--- config.mk ---
export PLATFORM = sky130hd
export DESIGN_NAME = inode_block_allocator_flat
export DESIGN_NICKNAME = d
export VERILOG_FILES = /design/src/design/iba_pkg.sv /design/src/design/iba_if.sv /design/src/design/inode_block_allocator.sv /design/src/design/iba_bitmap.sv /design/src/design/iba_ptr_ram.sv /design/src/flat_wrapper.sv
export SDC_FILE = /design/constraint.sdc
export NUM_CORES = 2
export LEC_CHECK = 0
export BUFFER_PORTS_ARGS = -buffer_cell sky130_fd_sc_hd__buf_2
export CAP_MARGIN = 20
export CORE_MARGIN = 2
export CORE_UTILIZATION = 50
export CTS_CLUSTER_SIZE = 25
export DETAILED_ROUTE_END_ITERATION = 6
export GPL_TIMING_DRIVEN = 0
export PLACE_DENSITY = 0.75
export SETUP_SLACK_MARGIN = 0.02
export SYNTH_ARGS = -nofsm -noshare
export SYNTH_HDL_FRONTEND = slang
export SYNTH_HIERARCHICAL = 1
export SYNTH_SLANG_ARGS = --single-unit
--- constraint.sdc ---
create_clock -name clk -period 24.9 [get_ports clk]
set_input_delay 1.245 -clock clk [delete_from_list [all_inputs] [get_ports clk]]
set_output_delay 1.245 -clock clk [all_outputs]
set_load 0.05 [all_outputs]
--- src/design/iba_pkg.sv ---
// ----------------------------------------------------------------------------
// iba_pkg
// Shared types, sizes and codes of the inode block allocator.
// ----------------------------------------------------------------------------
package iba_pkg;

    localparam int NUM_INODES      = 16;
    localparam int NUM_BLOCKS      = 128;
    localparam int MAX_FILE_BLOCKS = 8;

    localparam int SLOT_W  = $clog2(NUM_INODES);
    localparam int BLOCK_W = $clog2(NUM_BLOCKS);
    localparam int PTR_W   = $clog2(MAX_FILE_BLOCKS);
    localparam int PADDR_W = SLOT_W + PTR_W;

    typedef enum logic [1:0]
    {
        OP_CREATE = 2'd0,
        OP_DELETE = 2'd1,
        OP_MAP    = 2'd2,
        OP_NONE   = 2'd3
    } op_t;

    typedef enum logic [2:0]
    {
        ST_OK        = 3'd0,
        ST_DUP       = 3'd1,
        ST_NO_INODE  = 3'd2,
        ST_NO_BLOCKS = 3'd3,
        ST_NOT_FOUND = 3'd4,
        ST_BAD_BLOCK = 3'd5,
        ST_TOO_LARGE = 3'd6
    } status_t;

    typedef struct packed
    {
        logic [1:0]  op;
        logic [63:0] file_name;
        logic [3:0]  file_blocks;
        logic [2:0]  block_number;
    } req_t;

    typedef struct packed
    {
        logic [2:0] status;
        logic [3:0] inode_slot;
        logic [6:0] disk_block;
    } rsp_t;

    // Zero every byte after the first zero byte.
    function automatic logic [63:0] trim_name(input logic [63:0] n);
        logic [63:0] r;
        logic        live;
        r    = '0;
        live = 1'b1;
        for (int i = 0; i < 8; i++)
        begin
            if (n[8*i +: 8] == 8'd0)
            begin
                live = 1'b0;
            end
            if (live)
            begin
                r[8*i +: 8] = n[8*i +: 8];
            end
        end
        return r;
    endfunction

    function automatic logic [63:0] fold_name(input logic [63:0] n);
        logic [63:0] r;
        r = n;
        for (int i = 0; i < 8; i++)
        begin
            if (n[8*i +: 8] >= 8'h41 && n[8*i +: 8] <= 8'h5A)
            begin
                r[8*i +: 8] = n[8*i +: 8] + 8'h20;
            end
        end
        return r;
    endfunction

endpackage

--- src/design/iba_if.sv ---
// ----------------------------------------------------------------------------
// iba_req_if / iba_rsp_if
// Valid/ready channels for request and response items.
// ----------------------------------------------------------------------------
interface iba_req_if;
    logic          valid;
    logic          ready;
    iba_pkg::req_t payload;
    modport source (output valid, output payload, input ready);
    modport sink   (input valid, input payload, output ready);
endinterface

interface iba_rsp_if;
    logic          valid;
    logic          ready;
    iba_pkg::rsp_t payload;
    modport source (output valid, output payload, input ready);
    modport sink   (input valid, input payload, output ready);
endinterface

--- src/design/inode_block_allocator.sv ---
// ----------------------------------------------------------------------------
// inode_block_allocator
// Inode table and free-block map; create, delete and map file operations.
//
//  channel  dir  handshake     payload
//  req      in   valid/ready   op, file_name, file_blocks, block_number
//  rsp      out  valid/ready   status, inode_slot, disk_block
//
// One item at a time. Name lookup walks the 16 inodes one per cycle;
// create then seeks the first free inode the same way, walks the free map
// one block per cycle through its single read port, then writes the picks
// one per cycle. Delete reads each pointer, then frees its block; map
// reads the pointer in S_MAP_RD and takes it in S_MAP_WAIT.
// After reset a sweep clears the free map; req is held off.
// A waiting response holds the block until rsp is taken.
// ----------------------------------------------------------------------------
module inode_block_allocator
(
    input  logic       clk,
    input  logic       rst_n,
    iba_req_if.sink    req,
    iba_rsp_if.source  rsp
);
    import iba_pkg::*;

    typedef enum logic [3:0]
    {
        S_IDLE,
        S_FIND,
        S_FREE_SLOT,
        S_SCAN,
        S_COMMIT,
        S_DEL_RD,
        S_DEL_WR,
        S_MAP_RD,
        S_MAP_WAIT,
        S_RESP
    } state_t;

    state_t               state_reg;
    req_t                 req_reg;
    logic [63:0]          name_reg;
    logic [63:0]          key_reg;
    logic [SLOT_W:0]      idx_reg;
    logic [SLOT_W-1:0]    hit_slot_reg;
    logic [SLOT_W-1:0]    free_slot_reg;
    logic [BLOCK_W:0]     bidx_reg;
    logic [BLOCK_W-1:0]   picked_reg [MAX_FILE_BLOCKS];
    logic [PTR_W:0]       got_reg;
    logic                 scan_vld_reg;
    logic [BLOCK_W-1:0]   scan_addr_reg;
    rsp_t                 rsp_reg;

    logic                 used_reg  [NUM_INODES];
    logic [63:0]          sname_reg [NUM_INODES];
    logic [3:0]           slen_reg  [NUM_INODES];

    logic                 bm_rd;
    logic [BLOCK_W-1:0]   bm_rd_addr;
    logic                 bm_wr_en;
    logic [BLOCK_W-1:0]   bm_wr_addr;
    logic                 bm_wr_data;
    logic                 bm_ready;
    logic [PADDR_W-1:0]   pr_rd_addr;
    logic [BLOCK_W-1:0]   pr_rd;
    logic                 pr_wr_en;
    logic [PADDR_W-1:0]   pr_wr_addr;
    logic [BLOCK_W-1:0]   pr_wr_data;

    logic [SLOT_W-1:0]    cur;
    logic                 cur_match;
    logic [3:0]           want;

    assign cur       = idx_reg[SLOT_W-1:0];
    assign cur_match = used_reg[cur] && (fold_name(sname_reg[cur]) == key_reg);
    assign want      = req_reg.file_blocks;

    iba_bitmap u_bitmap
    (
        .clk       (clk),
        .rst_n     (rst_n),
        .rd_addr   (bm_rd_addr),
        .rd_data   (bm_rd),
        .wr_en     (bm_wr_en),
        .wr_addr   (bm_wr_addr),
        .wr_data   (bm_wr_data),
        .init_done (bm_ready)
    );

    iba_ptr_ram u_ptr
    (
        .clk     (clk),
        .rd_addr (pr_rd_addr),
        .rd_data (pr_rd),
        .wr_en   (pr_wr_en),
        .wr_addr (pr_wr_addr),
        .wr_data (pr_wr_data)
    );

    assign bm_rd_addr = bidx_reg[BLOCK_W-1:0];

    always_comb
    begin
        bm_wr_en   = 1'b0;
        bm_wr_addr = picked_reg[got_reg[PTR_W-1:0]];
        bm_wr_data = 1'b1;
        pr_wr_en   = 1'b0;
        pr_wr_addr = {free_slot_reg, got_reg[PTR_W-1:0]};
        pr_wr_data = picked_reg[got_reg[PTR_W-1:0]];
        pr_rd_addr = {hit_slot_reg, idx_reg[PTR_W-1:0]};
        unique case (state_reg)
            S_COMMIT:
            begin
                if (got_reg < want)
                begin
                    bm_wr_en = 1'b1;
                    pr_wr_en = 1'b1;
                end
            end
            S_DEL_WR:
            begin
                bm_wr_en   = (pr_rd != '0);
                bm_wr_addr = pr_rd;
                bm_wr_data = 1'b0;
            end
            S_MAP_RD:
            begin
                pr_rd_addr = {hit_slot_reg, req_reg.block_number[PTR_W-1:0]};
            end
            default:
            begin
            end
        endcase
    end

    assign req.ready   = (state_reg == S_IDLE) && bm_ready;
    assign rsp.valid   = (state_reg == S_RESP);
    assign rsp.payload = rsp_reg;

    always_ff @(posedge clk or negedge rst_n)
    begin
        if (!rst_n)
        begin
            state_reg    <= S_IDLE;
            scan_vld_reg <= 1'b0;
            for (int i = 0; i < NUM_INODES; i++)
            begin
                used_reg[i] <= 1'b0;
            end
        end
        else
        begin
            unique case (state_reg)
                S_IDLE:
                begin
                    if (req.valid && req.ready)
                    begin
                        req_reg  <= req.payload;
                        name_reg <= trim_name(req.payload.file_name);
                        key_reg  <= fold_name(trim_name(req.payload.file_name));
                        idx_reg  <= '0;
                        rsp_reg  <= '0;
                        if (req.payload.op == OP_NONE)
                        begin
                            state_reg <= S_RESP;
                        end
                        else if (req.payload.op == OP_CREATE &&
                                 req.payload.file_blocks > 4'(MAX_FILE_BLOCKS))
                        begin
                            rsp_reg.status <= ST_TOO_LARGE;
                            state_reg      <= S_RESP;
                        end
                        else
                        begin
                            state_reg <= S_FIND;
                        end
                    end
                end
                S_FIND:
                begin
                    if (cur_match)
                    begin
                        hit_slot_reg <= cur;
                        rsp_reg.inode_slot <= cur;
                        idx_reg      <= '0;
                        priority case (req_reg.op)
                            OP_CREATE:
                            begin
                                rsp_reg.status <= ST_DUP;
                                state_reg      <= S_RESP;
                            end
                            OP_DELETE: state_reg <= S_DEL_RD;
                            default:   state_reg <= S_MAP_RD;
                        endcase
                    end
                    else if (idx_reg == (SLOT_W+1)'(NUM_INODES - 1))
                    begin
                        idx_reg <= '0;
                        if (req_reg.op == OP_CREATE)
                        begin
                            state_reg <= S_FREE_SLOT;
                        end
                        else
                        begin
                            rsp_reg.status <= ST_NOT_FOUND;
                            state_reg      <= S_RESP;
                        end
                    end
                    else
                    begin
                        idx_reg <= idx_reg + 1'b1;
                    end
                end
                S_FREE_SLOT:
                begin
                    if (!used_reg[cur])
                    begin
                        free_slot_reg <= cur;
                        bidx_reg      <= '0;
                        got_reg       <= '0;
                        scan_vld_reg  <= 1'b0;
                        state_reg     <= S_SCAN;
                    end
                    else if (idx_reg == (SLOT_W+1)'(NUM_INODES - 1))
                    begin
                        rsp_reg.status <= ST_NO_INODE;
                        state_reg      <= S_RESP;
                    end
                    else
                    begin
                        idx_reg <= idx_reg + 1'b1;
                    end
                end
                S_SCAN:
                begin
                    // Memory read of bidx lands next cycle as bm_rd at scan_addr.
                    scan_addr_reg <= bm_rd_addr;
                    scan_vld_reg  <= !bidx_reg[BLOCK_W];
                    if (!bidx_reg[BLOCK_W])
                    begin
                        bidx_reg <= bidx_reg + 1'b1;
                    end
                    if ({1'b0, got_reg} >= {1'b0, want})
                    begin
                        got_reg   <= '0;
                        state_reg <= S_COMMIT;
                    end
                    else if (scan_vld_reg && !bm_rd)
                    begin
                        picked_reg[got_reg[PTR_W-1:0]] <= scan_addr_reg;
                        got_reg <= got_reg + 1'b1;
                        if ({1'b0, got_reg} + 5'd1 >= {1'b0, want})
                        begin
                            got_reg   <= '0;
                            state_reg <= S_COMMIT;
                        end
                    end
                    else if (!scan_vld_reg && bidx_reg[BLOCK_W])
                    begin
                        rsp_reg.status <= ST_NO_BLOCKS;
                        state_reg      <= S_RESP;
                    end
                end
                S_COMMIT:
                begin
                    if ({1'b0, got_reg} >= {1'b0, want})
                    begin
                        used_reg[free_slot_reg]  <= 1'b1;
                        sname_reg[free_slot_reg] <= name_reg;
                        slen_reg[free_slot_reg]  <= want;
                        rsp_reg.inode_slot       <= free_slot_reg;
                        state_reg                <= S_RESP;
                    end
                    else
                    begin
                        got_reg <= got_reg + 1'b1;
                    end
                end
                S_DEL_RD:
                begin
                    if ({1'b0, idx_reg} >= {1'b0, slen_reg[hit_slot_reg]})
                    begin
                        used_reg[hit_slot_reg] <= 1'b0;
                        state_reg              <= S_RESP;
                    end
                    else
                    begin
                        state_reg <= S_DEL_WR;
                    end
                end
                S_DEL_WR:
                begin
                    idx_reg   <= idx_reg + 1'b1;
                    state_reg <= S_DEL_RD;
                end
                S_MAP_RD:
                begin
                    if ({1'b0, req_reg.block_number} >= slen_reg[hit_slot_reg])
                    begin
                        rsp_reg.status <= ST_BAD_BLOCK;
                        state_reg      <= S_RESP;
                    end
                    else
                    begin
                        state_reg <= S_MAP_WAIT;
                    end
                end
                S_MAP_WAIT:
                begin
                    rsp_reg.disk_block <= pr_rd;
                    state_reg          <= S_RESP;
                end
                S_RESP:
                begin
                    if (rsp.ready)
                    begin
                        state_reg <= S_IDLE;
                    end
                end
                default:
                begin
                    state_reg <= S_IDLE;
                end
            endcase
        end
    end

    assert property (@(posedge clk) disable iff (!rst_n)
        rsp.valid && !rsp.ready |=> rsp.valid && $stable(rsp.payload))
    else $error("response changed while stalled");

    assert property (@(posedge clk) disable iff (!rst_n)
        req.ready |-> !rsp.valid)
    else $error("request taken while response pending");

    assert property (@(posedge clk) disable iff (!rst_n)
        bm_wr_en |-> (state_reg == S_COMMIT || state_reg == S_DEL_WR))
    else $error("free map written outside commit or delete");

    assert property (@(posedge clk) disable iff (!rst_n)
        rsp.valid && rsp.payload.status != ST_OK |-> rsp.payload.disk_block == '0)
    else $error("disk block set on error");

endmodule

--- src/design/iba_bitmap.sv ---
// ----------------------------------------------------------------------------
// iba_bitmap
// Free-block map in a synchronous memory with a registered read; a cleared
// sweep after reset marks block 0 used and the rest free.
// ----------------------------------------------------------------------------
module iba_bitmap
(
    input  logic                        clk,
    input  logic                        rst_n,
    input  logic [iba_pkg::BLOCK_W-1:0] rd_addr,
    output logic                        rd_data,
    input  logic                        wr_en,
    input  logic [iba_pkg::BLOCK_W-1:0] wr_addr,
    input  logic                        wr_data,
    output logic                        init_done
);
    import iba_pkg::*;

    logic                mem [NUM_BLOCKS];
    logic [BLOCK_W-1:0]  clr_reg;
    logic                done_reg;

    always_ff @(posedge clk or negedge rst_n)
    begin
        if (!rst_n)
        begin
            clr_reg  <= '0;
            done_reg <= 1'b0;
        end
        else if (!done_reg)
        begin
            clr_reg <= clr_reg + 1'b1;
            if (clr_reg == BLOCK_W'(NUM_BLOCKS - 1))
            begin
                done_reg <= 1'b1;
            end
        end
    end

    always_ff @(posedge clk)
    begin
        if (!done_reg)
        begin
            mem[clr_reg] <= (clr_reg == '0);
        end
        else if (wr_en)
        begin
            mem[wr_addr] <= wr_data;
        end
        rd_data <= mem[rd_addr];
    end

    assign init_done = done_reg;

endmodule

--- src/design/iba_ptr_ram.sv ---
// ----------------------------------------------------------------------------
// iba_ptr_ram
// Block pointer store, eight per inode, synchronous read.
// ----------------------------------------------------------------------------
module iba_ptr_ram
(
    input  logic                        clk,
    input  logic [iba_pkg::PADDR_W-1:0] rd_addr,
    output logic [iba_pkg::BLOCK_W-1:0] rd_data,
    input  logic                        wr_en,
    input  logic [iba_pkg::PADDR_W-1:0] wr_addr,
    input  logic [iba_pkg::BLOCK_W-1:0] wr_data
);
    import iba_pkg::*;

    logic [BLOCK_W-1:0] mem [NUM_INODES*MAX_FILE_BLOCKS];

    always_ff @(posedge clk)
    begin
        if (wr_en)
        begin
            mem[wr_addr] <= wr_data;
        end
        rd_data <= mem[rd_addr];
    end

endmodule

--- src/flat_wrapper.sv ---
// flat-port wrapper written by rule: the top's interface ports become plain ports
module inode_block_allocator_flat import iba_pkg::*;
  (clk, rst_n, req_valid, req_payload, req_ready, rsp_valid, rsp_payload, rsp_ready);
  iba_req_if req_i ();
  iba_rsp_if rsp_i ();
  input  logic clk;
  input  logic rst_n;
  input wire logic [$bits(req_i.valid)-1:0] req_valid;
  input wire logic [$bits(req_i.payload)-1:0] req_payload;
  output wire logic [$bits(req_i.ready)-1:0] req_ready;
  output wire logic [$bits(rsp_i.valid)-1:0] rsp_valid;
  output wire logic [$bits(rsp_i.payload)-1:0] rsp_payload;
  input wire logic [$bits(rsp_i.ready)-1:0] rsp_ready;
  assign req_i.valid = req_valid;
  assign req_i.payload = req_payload;
  assign req_ready = req_i.ready;
  assign rsp_valid = rsp_i.valid;
  assign rsp_payload = rsp_i.payload;
  assign rsp_i.ready = rsp_ready;
  inode_block_allocator u_core (.clk(clk), .rst_n(rst_n), .req(req_i), .rsp(rsp_i));
endmodule
==> results.json <==
{
  "die-area_um2": 194700,
  "rr_worst_depth": 27,
  "drv_slew": 0,
  "syn_area_um2": 95590,
  "pwr-share-comb_pct": 29.9,
  "power_switching_w": 0.003505,
  "worstPathArrival_ns": 9.69,
  "rsz0062_at_grt": "false",
  "ioPinCount": 93,
  "yosys.area_share.adder_pct": 0.5367,
  "status": "finished clean",
  "synth_top_family_by_area": "multiplexers",
  "p_per_area_nw_per_um2": 102.1,
  "port_buffers": 92,
  "setup_ws_ns": 15.79,
  "setup_viol": 0,
  "met1_length_um": 91050,
  "grt_max_degree": 83,
  "cts.repair_timing.setup_buffer_count": 0,
  "synth_top_flop_cell": "edfxtp_1",
  "critPathMaxStageDelay_ns": 0.91,
  "grt_pass1_wl_um": 361200,
  "ir_drop_mv": 0.08338,
  "root_buffer": "clkbuf_16",
  "vias_per_cell": 6.522,
  "drtAntennaViolNets": 0,
  "clk_latency_ns": 0.90,
  "wl_um": 253500,
  "p_int_w": 0.007558,
  "critPathCaptureType": "register",
  "synth_top_area_cell": "edfxtp_1",
  "hpwl_um": 166900,
  "max_slew_margin_pct": 19.57,
  "antenna_found_initial": 10,
  "drive_gt1_share_pct": 23.82,
  "die_y_um": 441.2,
  "drt-initial-drc-count": 7717,
  "fin_crit_sh_pct": 36.61,
  "yosys-top-cells-area": "edfxtp_1 (73%), mux4_2 (14%), nor2_1 (1.5%)",
  "critPathMaxFanout": 10,
  "design.core.area_um2": 190000,
  "clkTransAtPathRegs_ns": 0.06,
  "synthCells": 4838,
  "nets": 5361,
  "fin_area_um2": 108300,
  "cp.required_ns": 25.47,
  "dr_total_vias": 51860,
  "timing.setup.tns_ns": 0,
  "cts-buffers-inserted": 222,
  "postPlaceCellArea_um2": 101000,
  "p_sw_share_pct": 31.68,
  "async_reset_ff_share_pct": 1.229,
  "synth_top_area_share_pct": 72.60,
  "skew_ns": 0.1188,
  "synth_compound_area_share_pct": 2.699,
  "utilization_pct": 57.02,
  "track_usage_pct": 26.04,
  "p_leak_nw": 34.11,
  "grt.overflow.total": 0,
  "first_pass_iters": 6,
  "post_cts_resized": 0,
  "grt_pass1_vias": 50660,
  "synth_warnings": 6,
  "synthesis.nets": 4956,
  "num_rows": 160,
  "post_synth.cell_area_avg_um2": 19.76,
  "criticalPathCategory": "reg2reg",
  "cts_max_path_buffers": 3,
  "fmax_ghz": 0.1097,
  "clkSinkCount": 2359,
  "hold_viol": 0,
  "synth-simple-area-share_pct": 4.970,
  "die_x_um": 441.2,
  "route.detailed.drc": 0,
  "preCtsSetupSlack_ns": 15.49,
  "p_clk_share_pct": 30.2,
  "wl_met2_um": 121700,
  "synth_mux_area_share_pct": 15.97,
  "period_needed_ns": 9.115,
  "hp-class": "in2async",
  "routabilityCongestion": 0.9415,
  "wl_per_cell_um": 31.88,
  "slowest_stage": "clkbuf_1",
  "h-tree-depth": 4,
  "largest_reg_flops": 1024,
  "crit_path_frequent_cell": "buf_2",
  "seqPwrFrac_pct": 39.9,
  "cap_violations": 0,
  "synth-edff-count": 2311,
  "ys_seq_area_share_pct": 73.76,
  "top_layer": "met5",
  "initial_core_util_pct": 50.31,
  "synth.distinct_cells": 90,
  "cts_tree": "yes",
  "syn_to_final_growth_pct": 13.33,
  "cp-start-kind": "register",
  "tightest_slew_ns": 1.206,
  "synth_xor_xnor_area_share_pct": 0.5131,
  "wl_met3_um": 29010,
  "yosys_register_bits": 2359,
  "cts-hold-fix-buffers": 0
}
critical path, delay by kind of cell, from the launching register on:
kind	cells	cell delay, ns
compound gates	6	1.01
simple gates	8	2.90
buf+inv	10	3.68
fa+ha+maj	2	0.51
flops	1	0.43
mux	1	0.20
metrics by stage:
stage | hold WS [ns] | cells | total power [W]
after floorplan | 0.4736 | 4838 | 0.006582
after global placement | 0.5002 | 7441 | 0.007666
after detailed placement | 0.5139 | 7518 | 0.007708
after CTS | 0.4142 | 7935 | 0.01104
after global routing | 0.4532 | 7949 | 0.01135
final | 0.4429 | 7951 | 0.01106
cell usage in the layout, fill, tap and decap left out, types with 24 or more instances in the layout:
master	instances
edfxtp_1	2311
mux4_2	593
nor2_1	362
clkbuf_16	222
nand2_1	178
buf_2	146
clkbuf_1	139
mux2i_1	100
a21oi_1	85
and2_1	70
clkinv_1	60
inv_1	56
a22oi_1	55
nand3_1	54
nor2b_1	48
o21ai_0	46
nand2b_1	45
clkinv_2	44
buf_4	44
nor3_1	43
ha_1	41
buf_12	40
xnor2_1	34
mux2_2	31
dfrtp_1	29
nand4_1	26
buf_6	24
buf_16	24
Yosys cell counts, types with 23 or more instances:
master and count:
a21oi_1 85, a22oi_1 55, and2_1 70, buf_1 23, buf_2 45, buf_4 41, clkbuf_1 95, dfrtp_1 29
edfxtp_1 2311, ha_1 41, inv_1 56, mux2_2 38, mux2i_1 100, mux4_2 593, nand2_1 178, nand2b_1 45
nand3_1 54, nand4_1 26, nor2_1 378, nor2b_1 48, nor3_1 43, o21ai_0 47, xnor2_1 34
power by group through the flow:
stage | registers [W] | clock network (W) | logic [W]
floorplan | 0.00451 | 0 | 0.00207
global placement | 0.00451 | 0 | 0.00316
detailed placement | 0.00450 | 0 | 0.00321
CTS | 0.00442 | 0.00338 | 0.00324
global route | 0.00442 | 0.00352 | 0.00341
finish | 0.00442 | 0.00334 | 0.00330
path summary, 6_finish.rpt:
path	start	endpoint	slack, ns
setup / recovery	register	u_core/rsp.payload[11]	15.79
hold / removal	rst_n	u_core/u_bitmap/init_done	0.44
setup reg to reg	register	u_core/rsp.payload[11]	15.79
hold reg to reg	u_core/used_reg[14]	u_core/used_reg[14]	0.52
max in group asynchronous	rst_n	u_core/used_reg[12]	23.86
min in group clk	u_core/used_reg[14]	u_core/used_reg[14]	0.52
kinds of logic after synthesis:
group                      Yosys count
xor gates and xnor gates            56
muxes                              751
adders and majority gates           41
DFF                               2359
and+or+nand+nor                    973
AOI/OAI and AO/OA                  371
buffers and inverters              287
routing by layer:
metal | vias up | track usage, %
li1 | 20690 | -
met4 | 12 | 10.96
met5 | - | 0
met3 | 599 | 5.467
met1 | 26940 | 35.24
met2 | 3611 | 41.42
area by class of cell:
cell class	instances	area, um2
inverters	58	217.7
clock inverters	146	1470
multi-input cells	2192	23760
well taps	2511	3142
clock buffers	271	5789
diodes	4	10.01
plain buffers	229	1275
repair buffers	181	2165
fillers	13470	81650
flip-flops and latches	2359	70500
(Power assumes the default switching activity.)
